$ cat src/rtl/irmt_pkg.sv
// irmt_pkg: shared types and constants of the ID range map translator.
// No dependencies; imported by every module of the block.

package irmt_pkg;

    localparam int ID_W     = 32;
    localparam int CFG_IDX_W = 2;

    localparam logic [CFG_IDX_W-1:0] CFG_IDENTITY_MODE = 2'd0;
    localparam logic [CFG_IDX_W-1:0] CFG_UNMAPPED_ID   = 2'd1;

    localparam logic [ID_W-1:0] UNMAPPED_ID_RESET = 32'd65534;

    typedef enum logic [2:0] {
        OP_ADD_USER  = 3'd0,
        OP_ADD_GROUP = 3'd1,
        OP_IN2OUT_U  = 3'd2,
        OP_IN2OUT_G  = 3'd3,
        OP_OUT2IN_U  = 3'd4,
        OP_OUT2IN_G  = 3'd5
    } op_t;

    typedef enum logic [1:0] {
        ST_OK   = 2'd0,
        ST_PERM = 2'd1,
        ST_FULL = 2'd2
    } status_t;

    typedef enum logic [1:0] {
        S_IDLE,
        S_SCAN,
        S_FIX,
        S_RESP
    } state_t;

    typedef struct packed {
        logic [2:0]      op;
        logic [ID_W-1:0] id;
        logic [ID_W-1:0] first_inside;
        logic [ID_W-1:0] first_outside;
        logic [ID_W-1:0] range_length;
    } item_t;

    typedef struct packed {
        logic [ID_W-1:0] inside_start;
        logic [ID_W-1:0] outside_start;
        logic [ID_W-1:0] range_length;
    } entry_t;

    typedef struct packed {
        status_t         status;
        logic [ID_W-1:0] id_out;
        logic            matched;
    } result_t;

endpackage

$ cat src/rtl/id_range_map_translator_top.sv
// A lookup walks the table from its first entry and stops at the first match or after the
// last entry held; an add, a reserved operation, an identity-mode word or a lookup on an
// empty table goes straight to the response. The table memory delivers one entry per cycle,
// which sets the walk. User and group tables share one memory, each holding MAP_ENTRIES
// entries. A new word is taken while the previous result waits in the output register.
//
// id_range_map_translator_top: top level with config registers and output register.
// Instantiates irmt_engine; uses irmt_pkg.

module id_range_map_translator_top
    import irmt_pkg::*;
#(
    parameter int MAP_ENTRIES = 5
)
(
    input  logic                 clk,
    input  logic                 rst_n,
    input  logic                 cfg_we,
    input  logic [CFG_IDX_W-1:0] cfg_index,
    input  logic [ID_W-1:0]      cfg_data,
    input  logic                 s_axis_tvalid,
    output logic                 s_axis_tready,
    input  logic [127:0]         s_axis_tdata,  // id_in, first_inside, first_outside, range_length
    input  logic [2:0]           s_axis_tuser,  // operation
    output logic                 m_axis_tvalid,
    input  logic                 m_axis_tready,
    output logic [ID_W-1:0]      m_axis_tdata,  // id_out
    output logic [2:0]           m_axis_tuser   // status, matched
);

    logic            identity_mode_reg;
    logic [ID_W-1:0] unmapped_id_reg;
    logic            m_valid_reg, m_valid_next;
    result_t         m_res_reg;
    item_t           in_item;
    logic            res_valid;
    logic            res_ready;
    result_t         res;

    assign in_item = '{op:            s_axis_tuser,
                       id:            s_axis_tdata[31:0],
                       first_inside:  s_axis_tdata[63:32],
                       first_outside: s_axis_tdata[95:64],
                       range_length:  s_axis_tdata[127:96]};

    always_ff @(posedge clk or negedge rst_n)
    begin
        if (!rst_n)
        begin
            identity_mode_reg <= 1'b0;
            unmapped_id_reg   <= UNMAPPED_ID_RESET;
        end
        else if (cfg_we)
        begin
            case (cfg_index)
                CFG_IDENTITY_MODE: identity_mode_reg <= cfg_data[0];
                CFG_UNMAPPED_ID:   unmapped_id_reg   <= cfg_data;
                default:           ;
            endcase
        end
    end

    irmt_engine #(
        .MAP_ENTRIES (MAP_ENTRIES)
    ) u_engine (
        .clk           (clk),
        .rst_n         (rst_n),
        .identity_mode (identity_mode_reg),
        .unmapped_id   (unmapped_id_reg),
        .in_valid      (s_axis_tvalid),
        .in_ready      (s_axis_tready),
        .in_item       (in_item),
        .res_valid     (res_valid),
        .res_ready     (res_ready),
        .res           (res)
    );

    assign res_ready    = !m_valid_reg || m_axis_tready;
    assign m_valid_next = res_valid || (m_valid_reg && !m_axis_tready);

    always_ff @(posedge clk or negedge rst_n)
    begin
        if (!rst_n)
        begin
            m_valid_reg <= 1'b0;
        end
        else
        begin
            m_valid_reg <= m_valid_next;
        end
    end

    always_ff @(posedge clk)
    begin
        if (res_valid && res_ready)
        begin
            m_res_reg <= res;
        end
    end

    assign m_axis_tvalid = m_valid_reg;
    assign m_axis_tdata  = m_res_reg.id_out;
    assign m_axis_tuser  = {m_res_reg.matched, m_res_reg.status};

    a_one_at_a_time: assert property (@(posedge clk) disable iff (!rst_n)
        s_axis_tvalid && s_axis_tready |=> !s_axis_tready)
        else $error("engine took a second word while busy");

    a_match_is_ok: assert property (@(posedge clk) disable iff (!rst_n)
        m_axis_tvalid && m_axis_tuser[2] |-> m_axis_tuser[1:0] == ST_OK)
        else $error("matched result carries an error status");

    a_identity_never_full: assert property (@(posedge clk) disable iff (!rst_n)
        m_axis_tvalid && identity_mode_reg |-> m_axis_tuser[1:0] != ST_FULL)
        else $error("table full reported in identity mode");

endmodule

$ cat src/rtl/irmt_table_mem.sv
// irmt_table_mem: range entry storage for the user and group tables.
// One write port, one read port, registered read data. Uses irmt_pkg.

module irmt_table_mem
    import irmt_pkg::*;
#(
    parameter int ADDR_W = 4
)
(
    input  logic              clk,
    input  logic              we,
    input  logic [ADDR_W-1:0] waddr,
    input  entry_t            wdata,
    input  logic              re,
    input  logic [ADDR_W-1:0] raddr,
    output entry_t            rdata
);

    entry_t mem [2**ADDR_W];
    entry_t rdata_reg;

    always_ff @(posedge clk)
    begin
        if (we)
        begin
            mem[waddr] <= wdata;
        end
    end

    always_ff @(posedge clk)
    begin
        if (re)
        begin
            rdata_reg <= mem[raddr];
        end
    end

    assign rdata = rdata_reg;

endmodule

$ cat src/rtl/irmt_engine.sv
// irmt_engine: sequencer that appends entries and walks the table memory.
// Instantiates irmt_table_mem; uses irmt_pkg.

module irmt_engine
    import irmt_pkg::*;
#(
    parameter int MAP_ENTRIES = 5
)
(
    input  logic            clk,
    input  logic            rst_n,
    input  logic            identity_mode,
    input  logic [ID_W-1:0] unmapped_id,
    input  logic            in_valid,
    output logic            in_ready,
    input  item_t           in_item,
    output logic            res_valid,
    input  logic            res_ready,
    output result_t         res
);

    localparam int IDX_W  = (MAP_ENTRIES > 1) ? $clog2(MAP_ENTRIES) : 1;
    localparam int CNT_W  = $clog2(MAP_ENTRIES + 1) > 0 ? $clog2(MAP_ENTRIES + 1) : 1;
    localparam int ADDR_W = IDX_W + 1;
    localparam logic [CNT_W-1:0] FULL_CNT = CNT_W'(MAP_ENTRIES);

    state_t              state_reg, state_next;
    item_t               item_reg, item_next;
    logic [CNT_W-1:0]    used_user_reg, used_user_next;
    logic [CNT_W-1:0]    used_group_reg, used_group_next;
    logic [IDX_W-1:0]    idx_reg, idx_next;
    logic [ID_W-1:0]     to_reg, to_next;
    logic [ID_W-1:0]     diff_reg, diff_next;
    result_t             res_reg, res_next;

    logic                mem_we;
    logic [ADDR_W-1:0]   mem_waddr;
    entry_t              mem_wdata;
    logic                mem_re;
    logic [ADDR_W-1:0]   mem_raddr;
    entry_t              mem_rdata;

    irmt_table_mem #(
        .ADDR_W (ADDR_W)
    ) u_mem (
        .clk   (clk),
        .we    (mem_we),
        .waddr (mem_waddr),
        .wdata (mem_wdata),
        .re    (mem_re),
        .raddr (mem_raddr),
        .rdata (mem_rdata)
    );

    always_ff @(posedge clk or negedge rst_n)
    begin
        if (!rst_n)
        begin
            state_reg      <= S_IDLE;
            used_user_reg  <= '0;
            used_group_reg <= '0;
        end
        else
        begin
            state_reg      <= state_next;
            used_user_reg  <= used_user_next;
            used_group_reg <= used_group_next;
        end
    end

    always_ff @(posedge clk)
    begin
        item_reg <= item_next;
        idx_reg  <= idx_next;
        to_reg   <= to_next;
        diff_reg <= diff_next;
        res_reg  <= res_next;
    end

    always_comb
    begin
        logic             in_grp;
        logic             scan_grp;
        logic [CNT_W-1:0] in_used;
        logic [CNT_W-1:0] scan_used;
        logic             out2in;
        logic [ID_W-1:0]  from_id;
        logic [ID_W-1:0]  to_id;
        logic [ID_W-1:0]  end_id;

        state_next      = state_reg;
        item_next       = item_reg;
        used_user_next  = used_user_reg;
        used_group_next = used_group_reg;
        idx_next        = idx_reg;
        to_next         = to_reg;
        diff_next       = diff_reg;
        res_next        = res_reg;
        in_ready        = 1'b0;
        res_valid       = 1'b0;
        mem_we          = 1'b0;
        mem_re          = 1'b0;

        in_grp    = in_item.op[0];
        in_used   = in_grp ? used_group_reg : used_user_reg;
        scan_grp  = item_reg.op[0];
        scan_used = scan_grp ? used_group_reg : used_user_reg;
        out2in    = (item_reg.op == OP_OUT2IN_U) || (item_reg.op == OP_OUT2IN_G);
        from_id   = out2in ? mem_rdata.outside_start : mem_rdata.inside_start;
        to_id     = out2in ? mem_rdata.inside_start : mem_rdata.outside_start;
        end_id    = from_id + mem_rdata.range_length;

        mem_waddr = {in_grp, in_used[IDX_W-1:0]};
        mem_wdata = '{inside_start:  in_item.first_inside,
                      outside_start: in_item.first_outside,
                      range_length:  in_item.range_length};
        mem_raddr = {in_grp, {IDX_W{1'b0}}};

        case (state_reg)
            S_IDLE:
            begin
                in_ready = 1'b1;
                if (in_valid)
                begin
                    item_next  = in_item;
                    idx_next   = '0;
                    res_next   = '{status: ST_OK, id_out: '0, matched: 1'b0};
                    state_next = S_RESP;
                    case (op_t'(in_item.op))
                        OP_ADD_USER, OP_ADD_GROUP:
                        begin
                            if (identity_mode)
                            begin
                                res_next.status = ST_PERM;
                            end
                            else if (in_used == FULL_CNT)
                            begin
                                res_next.status = ST_FULL;
                            end
                            else
                            begin
                                mem_we = 1'b1;
                                if (in_grp)
                                begin
                                    used_group_next = used_group_reg + 1'b1;
                                end
                                else
                                begin
                                    used_user_next = used_user_reg + 1'b1;
                                end
                            end
                        end
                        OP_IN2OUT_U, OP_IN2OUT_G, OP_OUT2IN_U, OP_OUT2IN_G:
                        begin
                            if (identity_mode)
                            begin
                                res_next.id_out  = in_item.id;
                                res_next.matched = 1'b1;
                            end
                            else if (in_used == '0)
                            begin
                                res_next.id_out = unmapped_id;
                            end
                            else
                            begin
                                mem_re     = 1'b1;
                                state_next = S_SCAN;
                            end
                        end
                        default:
                        begin
                            state_next = S_RESP;
                        end
                    endcase
                end
            end
            S_SCAN:
            begin
                mem_raddr = {scan_grp, idx_reg + 1'b1};
                if ((item_reg.id >= from_id) && (item_reg.id < end_id))
                begin
                    to_next    = to_id;
                    diff_next  = item_reg.id - from_id;
                    state_next = S_FIX;
                end
                else if ((CNT_W'(idx_reg) + 1'b1) == scan_used)
                begin
                    res_next.id_out = unmapped_id;
                    state_next      = S_RESP;
                end
                else
                begin
                    mem_re   = 1'b1;
                    idx_next = idx_reg + 1'b1;
                end
            end
            S_FIX:
            begin
                res_next.id_out  = to_reg + diff_reg;
                res_next.matched = 1'b1;
                state_next       = S_RESP;
            end
            S_RESP:
            begin
                res_valid = 1'b1;
                if (res_ready)
                begin
                    state_next = S_IDLE;
                end
            end
            default:
            begin
                state_next = S_IDLE;
            end
        endcase
    end

    assign res = res_reg;

endmodule

$ cat config.mk
export PLATFORM = sky130hd
export DESIGN_NAME = id_range_map_translator_top
export DESIGN_NICKNAME = d
export VERILOG_FILES = /design/src/rtl/irmt_pkg.sv /design/src/rtl/id_range_map_translator_top.sv /design/src/rtl/irmt_table_mem.sv /design/src/rtl/irmt_engine.sv
export SDC_FILE = /design/constraint.sdc
export NUM_CORES = 2
export LEC_CHECK = 0
export BUFFER_PORTS_ARGS = -buffer_cell sky130_fd_sc_hd__buf_2
export CAP_MARGIN = 20
export CORE_AREA = 2 2 390 392
export CTS_BUF_LIST = sky130_fd_sc_hd__clkbuf_4 sky130_fd_sc_hd__clkbuf_8
export CTS_CLUSTER_DIAMETER = 150
export DETAILED_ROUTE_END_ITERATION = 8
export DIE_AREA = 0 0 392 394
export PLACE_DENSITY = 0.66
export SLEW_MARGIN = 0
export SYNTH_ARGS = -nofsm -noshare
export SYNTH_HDL_FRONTEND = slang
export SYNTH_HIERARCHICAL = 1
export SYNTH_SLANG_ARGS = --single-unit
$ cat constraint.sdc
create_clock -name clk -period 15.1 [get_ports clk]
set_clock_uncertainty 0.15 [all_clocks]
set_input_delay 2.265 -clock clk [delete_from_list [all_inputs] [get_ports clk]]
set_output_delay 2.265 -clock clk [all_outputs]
set_load 0.02 [all_outputs]
Word level (Yosys, flattened, before mapping)
Memories as Yosys holds them, arrays and structs flattened. A register that Yosys moved wholly into a read port is not among the register bits.
Cells that the tools add are included.
{"block": "totals", "ram_bits": 1536, "n_memories": 1, "ff_bits": 214, "wordCells": 122, "in_bits": 170, "output_inout_bits": 37}
{"block": "op_classes", "order_cmp": 2, "n_reduce_logical": 28, "n_eq_ne": 19, "n_mux": 44, "bitwise_logic": 4, "addsub": 6}
{"name": "u_engine.u_mem.mem", "depth": 16, "word_bits": 96, "rd": 1, "rd_ports_with_merged_regs": 1, "write_ports": 1, "line_no": "irmt_table_mem.sv:19", "text": "entry_t mem [2**ADDR_W];"}
{"op": "$mux W32", "count": 6}
{"op": "$pmux W32 S3", "count": 1}
{"op": "$mux W33", "count": 2}
{"op": "$add A32 B32 Y32", "count": 2}
{"op": "$ge A32 B32 Y1", "count": 1}
{"op": "$lt A32 B32 Y1", "count": 1}
{"op": "$sub A32 B32 Y32", "count": 1}
{"op": "$mux W2", "count": 9}
{"op": "$mux W1", "count": 16}
{"op": "$eq A3 B3 Y1 const B", "count": 5}
{"op": "$mux W3", "count": 5}
{"op": "$reduce_and A6 Y1", "count": 2}
{"op": "$reduce_and A2 Y1", "count": 5}
{"op": "$add A3 B1 Y3 const B", "count": 3}
{"op": "$ne A2 B2 Y1 const B", "count": 4}
{"op": "$pmux W2 S4", "count": 1}
{"op": "$reduce_and A4 Y1", "count": 2}
{"op": "$eq A3 B2 Y1 const B", "count": 2}
{"op": "$logic_not A3 Y1", "count": 2}
{"op": "$pmux W3 S2", "count": 1}
{"op": "$eq A2 B1 Y1 const B", "count": 2}
{"op": "$eq A2 B2 Y1 const B", "count": 2}
{"op": "$logic_not A2 Y1", "count": 2}
{"op": "$mux W4", "count": 1}
{"op": "other kinds (14)", "count": 25}

Logic depth before layout (Yosys ltp)
{"block": "depth", "ltp_word": 9, "depth_mapped": 24}

By module
The synthesis kept the hierarchy.
{"mod": "irmt_table_mem", "n_inst": 1, "cells_each": 2460, "area_each_um2": 60316.6, "seq_area_each_um2": 49007.0}
{"mod": "irmt_engine", "n_inst": 1, "cells_each": 1187, "area_each_um2": 11878.9, "seq_area_each_um2": 4314.1}
{"mod": "id_range_map_translator_top", "n_inst": 1, "cells_each": 110, "area_each_um2": 2484.9, "seq_area_each_um2": 1920.6}

Worst setup path before layout
No wires, ideal clock.
{"block": "synth_timing", "path_kind": "reg-to-reg", "from": "register u_engine/item_reg[130] (netlist name)", "to": "register u_engine.res_reg (netlist bit u_engine/res[10]), enable pin", "stages_incl_launch_ff": 23, "slack_ns": 1.560, "synth_period_minus_slack_ns": 13.540, "setup_ns": 0.997, "t_arrival_ns": 12.393, "path_cell_list": "edfxtp_1 > nand2b_1 > clkbuf_1 > clkbuf_1 > mux2_2 > ha_1 > fa_1 > a211oi_1 > o21ai_0 > a21oi_1 > o21ai_0 > a221o_1 > a21oi_1 > xor2_1 > ha_1 > a21o_1 > a21o_1 > a21oi_1 > nand3_1 > a311oi_1 > o31ai_1 > nor3b_1 > nor4_1"}
{"block": "synth_via", "elab_chain_cells": 8, "elab_cells_between_ends": 10}
{"item": "start, declared", "line_no": "irmt_engine.sv:28", "text": "item_t item_reg, item_next;"}
{"item": "start signal, assigned", "line_no": "irmt_engine.sv:73", "text": "item_reg <= item_next;"}
{"item": "$eq A3 B3 Y1", "line_no": "irmt_engine.sv:108", "text": "out2in = (item_reg.op == OP_OUT2IN_U) || (item_reg.op == OP_OUT2IN_G);"}
{"item": "$logic_or A1 B1 Y1 *", "line_no": "irmt_engine.sv:108"}
{"item": "$mux W32 *", "line_no": "irmt_engine.sv:109", "text": "from_id = out2in ? mem_rdata.outside_start : mem_rdata.inside_start;"}
{"item": "$add A32 B32 Y32", "line_no": "irmt_engine.sv:111", "text": "end_id = from_id + mem_rdata.range_length;"}
{"item": "$lt A32 B32 Y1", "line_no": "irmt_engine.sv:180", "text": "if ((item_reg.id >= from_id) && (item_reg.id < end_id))"}
{"item": "$logic_and A1 B1 Y1 *", "line_no": "irmt_engine.sv:180"}
{"item": "$ne A2 B2 Y1 (no line) *"}
{"item": "$reduce_and A4 Y1 (no line) *"}
{"item": "end signal, assigned", "line_no": "irmt_engine.sv:77", "text": "res_reg <= res_next;"}
{"item": "end, declared", "line_no": "irmt_engine.sv:34", "text": "result_t res_reg, res_next;"}
Mark *: on every way between the ends. The rest lies on a longest branch, timed or not.
A chain may end at the register's enable or synchronous reset.

Worst setup path in the final report
{"block": "layout_timing", "from": "register u_engine/item_reg[130] (netlist name)", "to": "register, netlist name u_engine/u_mem/rdata[94]"}
{"block": "layout_via", "elab_chain_cells": 8, "elab_cells_between_ends": 10}
{"item": "$eq A3 B3 Y1", "line_no": "irmt_engine.sv:108"}
{"item": "$logic_or A1 B1 Y1 *", "line_no": "irmt_engine.sv:108"}
{"item": "$mux W32 *", "line_no": "irmt_engine.sv:109"}
{"item": "$add A32 B32 Y32", "line_no": "irmt_engine.sv:111"}
{"item": "$lt A32 B32 Y1", "line_no": "irmt_engine.sv:180"}
{"item": "$logic_and A1 B1 Y1 *", "line_no": "irmt_engine.sv:180"}
{"item": "$mux W1 *", "line_no": "irmt_engine.sv:180"}
{"item": "$pmux W1 S2 *", "line_no": "irmt_engine.sv:119", "text": "case (state_reg)"}
{"item": "net u_engine.mem_re", "line_no": "irmt_engine.sv:39", "text": "logic mem_re;"}
The timed path passes the listed nets; every way through them passes the cells marked *.

==> impl_metrics.ini <==
[outcome]
outcome = finished, final reports clean

[power]
worst_ir_drop_vdd_mv = 0.118
p_per_area_nw_per_um2 = 173
p_leak_nw = 27.6

[sta]
setup-violations-final = 0
timing.final.crit_share_pct = 51.5
slew_violations = 0
slew_headroom_pct = 22.3
min_period_ps = 7780
fin_tns_setup_ps = 0
fmax_ghz = 0.129
worstMarginPinSlew_ps = 1170
finalHoldViolCount = 0
finalWorstSetupSlack_ps = 7320
rsz0062_at_grt = no

[layout]
area_growth_pct = 12.4
largest_reg_flops = 1536
fin_nets = 4462
fin_util_pct = 55.7
fill_cells = 11400
final-instance-count-excl-fill = 6411
drive_gt1_share_pct = 28.7

[grt]
globalRouteTotalUtil_pct = 22.6
overflow = 0
antenna_found_initial = 45
grt_max_degree = 131
grt_pass1_wl_mm = 254
grt_pass1_vias = 38200

[detailed_routing]
finalWirelength_mm = 173
drt_first_pass_iters = 5
wl_per_cell_um = 27.1
drt-vias-per-instance = 5.95
met3_wirelength_mm = 14.7
met2_length_mm = 80.4
drt-initial-drc-count = 3458
m1WireLength_mm = 74.9
routed.top_layer = met5
drc = 0
antenna_left = 0
vias = 38100

[die]
top_level_ports = 207
die_x_um = 392
num_rows = 143
start_util_pct = 49.6
dieArea_um2 = 154000
coreArea_um2 = 151000
die_h_um = 394

[logic_synthesis]
yosysWarnings = 6
synthCells = 3757
syn_area_per_cell_um2 = 19.9
post_synth_num_cell_types = 74
ys_seq_elements = 1846
synth_flop_cell = edfxtp_1
synth_edf_count = 1804
syn_nets = 4062
synth.yosys.seq_area_share_pct = 74.0
netlist_area_um2 = 74700
ys_async_sr_fraction_pct = 2.28

[job]
cap_viol_max_count = 0

[critical_path]
critPathArrivalTime_ps = 8240
worstSetupPathType = flop to flop
critPathRequiredTime_ps = 15560
setup.worst_path.start_class = flop
worstPathMaxFanout = 74
crit_path_end_kind = flop

[placement]
dp_hpwl_mm = 93.8
dp_slack_ps = 7300
place_congestion = 0.866
io_buffers = 206
placedCellCount = 5875

[clock_tree]
cts_tree = done
cts_made_buffers = 310
clk_latency_ps = 1030
clk_pin_slew_ps = 60
cts_buffer_depth = 4
h-tree-depth = 5
holdBufCountCts = 0
cts-root-buf = clkbuf_8
cts_resized = 0
cts_setup_buffers = 0
cts.sinks = 1846

[hold_path]
min_path_type = flop to flop
[cells by family (layout without fill, tap and decap cells)]
| group | after synthesis | count (layout) | share of synthesized area, % |
|---|---|---|---|
| flip-flops | 1846 | 1846 | 74.0 |
| AO/OA/AOI/OAI | 573 | 573 | 5.29 |
| multiplexers | 510 | 510 | 13.6 |
| AND/OR/NAND/NOR | 389 | 389 | 2.43 |
| buffers and inverters | 221 | 836 | 1.47 |
| adder cells (fa/ha/maj) | 135 | 135 | 2.29 |
| XOR/XNOR | 83 | 83 | 0.973 |
| other | 0 | 9 | 0 |
[cell usage after synthesis (5+ instances only)]
| library cell | number | share of area [%] |
|---|---|---|
| clkbuf_1 | 80 | 0.40 |
| nand2b_1 | 17 | 0.14 |
| nor3b_1 | 6 | 0.060 |
| nand3_1 | 32 | 0.21 |
| mux2_4 | 30 | 0.60 |
| buf_4 | 19 | 0.19 |
| mux2i_1 | 29 | 0.39 |
| dfstp_2 | 15 | 0.53 |
| nand4_1 | 17 | 0.14 |
| mux2_2 | 67 | 1.0 |
| nor3_1 | 20 | 0.13 |
| ha_1 | 132 | 2.2 |
| a31oi_1 | 8 | 0.067 |
| and2_1 | 11 | 0.092 |
| a22o_1 | 5 | 0.059 |
| o21ai_1 | 5 | 0.034 |
| o31ai_1 | 9 | 0.090 |
| nor2_1 | 73 | 0.37 |
| nand2_1 | 167 | 0.84 |
| a21o_1 | 63 | 0.63 |
| o21a_1 | 15 | 0.15 |
| buf_2 | 12 | 0.080 |
| or2_2 | 5 | 0.042 |
| o22ai_1 | 6 | 0.050 |
| xnor2_1 | 37 | 0.43 |
| mux4_2 | 384 | 12 |
| buf_6 | 24 | 0.36 |
| o21ai_0 | 77 | 0.52 |
| xor2_1 | 46 | 0.54 |
| inv_1 | 54 | 0.27 |
| a311oi_1 | 5 | 0.059 |
| and3_1 | 6 | 0.050 |
| dfrtp_1 | 27 | 0.90 |
| a211oi_1 | 11 | 0.11 |
| a21oi_1 | 90 | 0.60 |
| o21bai_1 | 11 | 0.11 |
| o211ai_1 | 6 | 0.060 |
| a211o_1 | 8 | 0.094 |
| a22oi_1 | 211 | 2.1 |
| nor2b_1 | 17 | 0.14 |
| edfxtp_1 | 1804 | 73 |
| buf_1 | 32 | 0.16 |
[layer usage]
layer	track usage, %	vias to the layer above
met3	4.91	309
met5	0	-
met2	34.5	1561
met4	5.95	32
met1	33.3	19800
li1	-	16400
[cell usage in the layout, fill, tap and decap left out, types with 32 or more instances in the layout]
master	synthesis	routed
inv_1	54	54
o21ai_0	77	77
mux2_2	67	67
clkbuf_8	0	319
nor2_1	73	60
buf_2	12	206
mux4_2	384	384
a22oi_1	211	211
nand2_1	167	166
a21oi_1	90	90
nand3_1	32	32
clkbuf_4	0	86
a21o_1	63	63
buf_4	19	33
xnor2_1	37	37
ha_1	132	132
edfxtp_1	1804	1804
clkinv_1	0	69
xor2_1	46	46
[final timing paths]
path / start / to / slack [ps] / cells past startpoint
setup / recovery: u_engine/item_reg[130] / u_engine/u_mem/rdata[94] / 7320 / 20
min in group asynchronous: rst_n / u_engine/used_group_reg[1] / 1190 / 2
hold / removal: u_engine/res[12] / m_axis_tdata[11] / 270 / 0
hold reg to reg: u_engine/res[12] / m_axis_tdata[11] / 270 / 0
setup reg to reg: u_engine/item_reg[130] / u_engine/u_mem/rdata[94] / 7320 / 20
max in group asynchronous: rst_n / unmapped_id_reg[24] / 13160 / 2
[stage by stage]
| stage | area (um^2) | hold slack [ps] | power (mW) |
|---|---|---|---|
| 3_3_place_gp | 78100 | 251 | 10.4 |
| 5_1_grt | 83900 | 276 | 15.2 |
| 4_1_cts | 83900 | 269 | 14.6 |
| 2_1_floorplan | 74700 | 250 | 9.20 |
| 3_5_place_dp | 78100 | 255 | 10.4 |
| 6_report | 83900 | 269 | 14.5 |
[critical path, stage by stage (launching register included)]
cell and delay, ps:
edfxtp_1 410, nand2b_4 620, mux2_2 430, ha_1 230
fa_1 450, a211oi_1 300, o21ai_0 170, a21oi_1 280
o21ai_0 250, a31oi_1 450, o21ai_1 160, a21o_1 180
a21oi_1 170, xor2_1 90, ha_1 300, nand4_1 150
a211o_1 320, o31ai_1 730, o21ai_0 350, nand2_4 350
buf_4 740
[cell type report]
cell class | instances | area, um^2 | area share, %
clock inverter | 122 | 786 | 0.936
multi-input combinational | 1690 | 18500 | 22.1
antenna | 9 | 22.5 | 0.0268
inverter | 54 | 203 | 0.241
clock buffer | 405 | 5040 | 6.00
tap | 2030 | 2540 | 3.03
timing repair buffer | 255 | 1600 | 1.90
sequential | 1846 | 55200 | 65.8
[where the power goes]
group / switching, mW / internal [mW] / leakage, nW
registers: 0.147 / 6.11 / 16.8
clock network: 1.90 / 2.32 / 3.06
logic: 2.41 / 1.63 / 7.79
(Power assumes the default switching activity.)
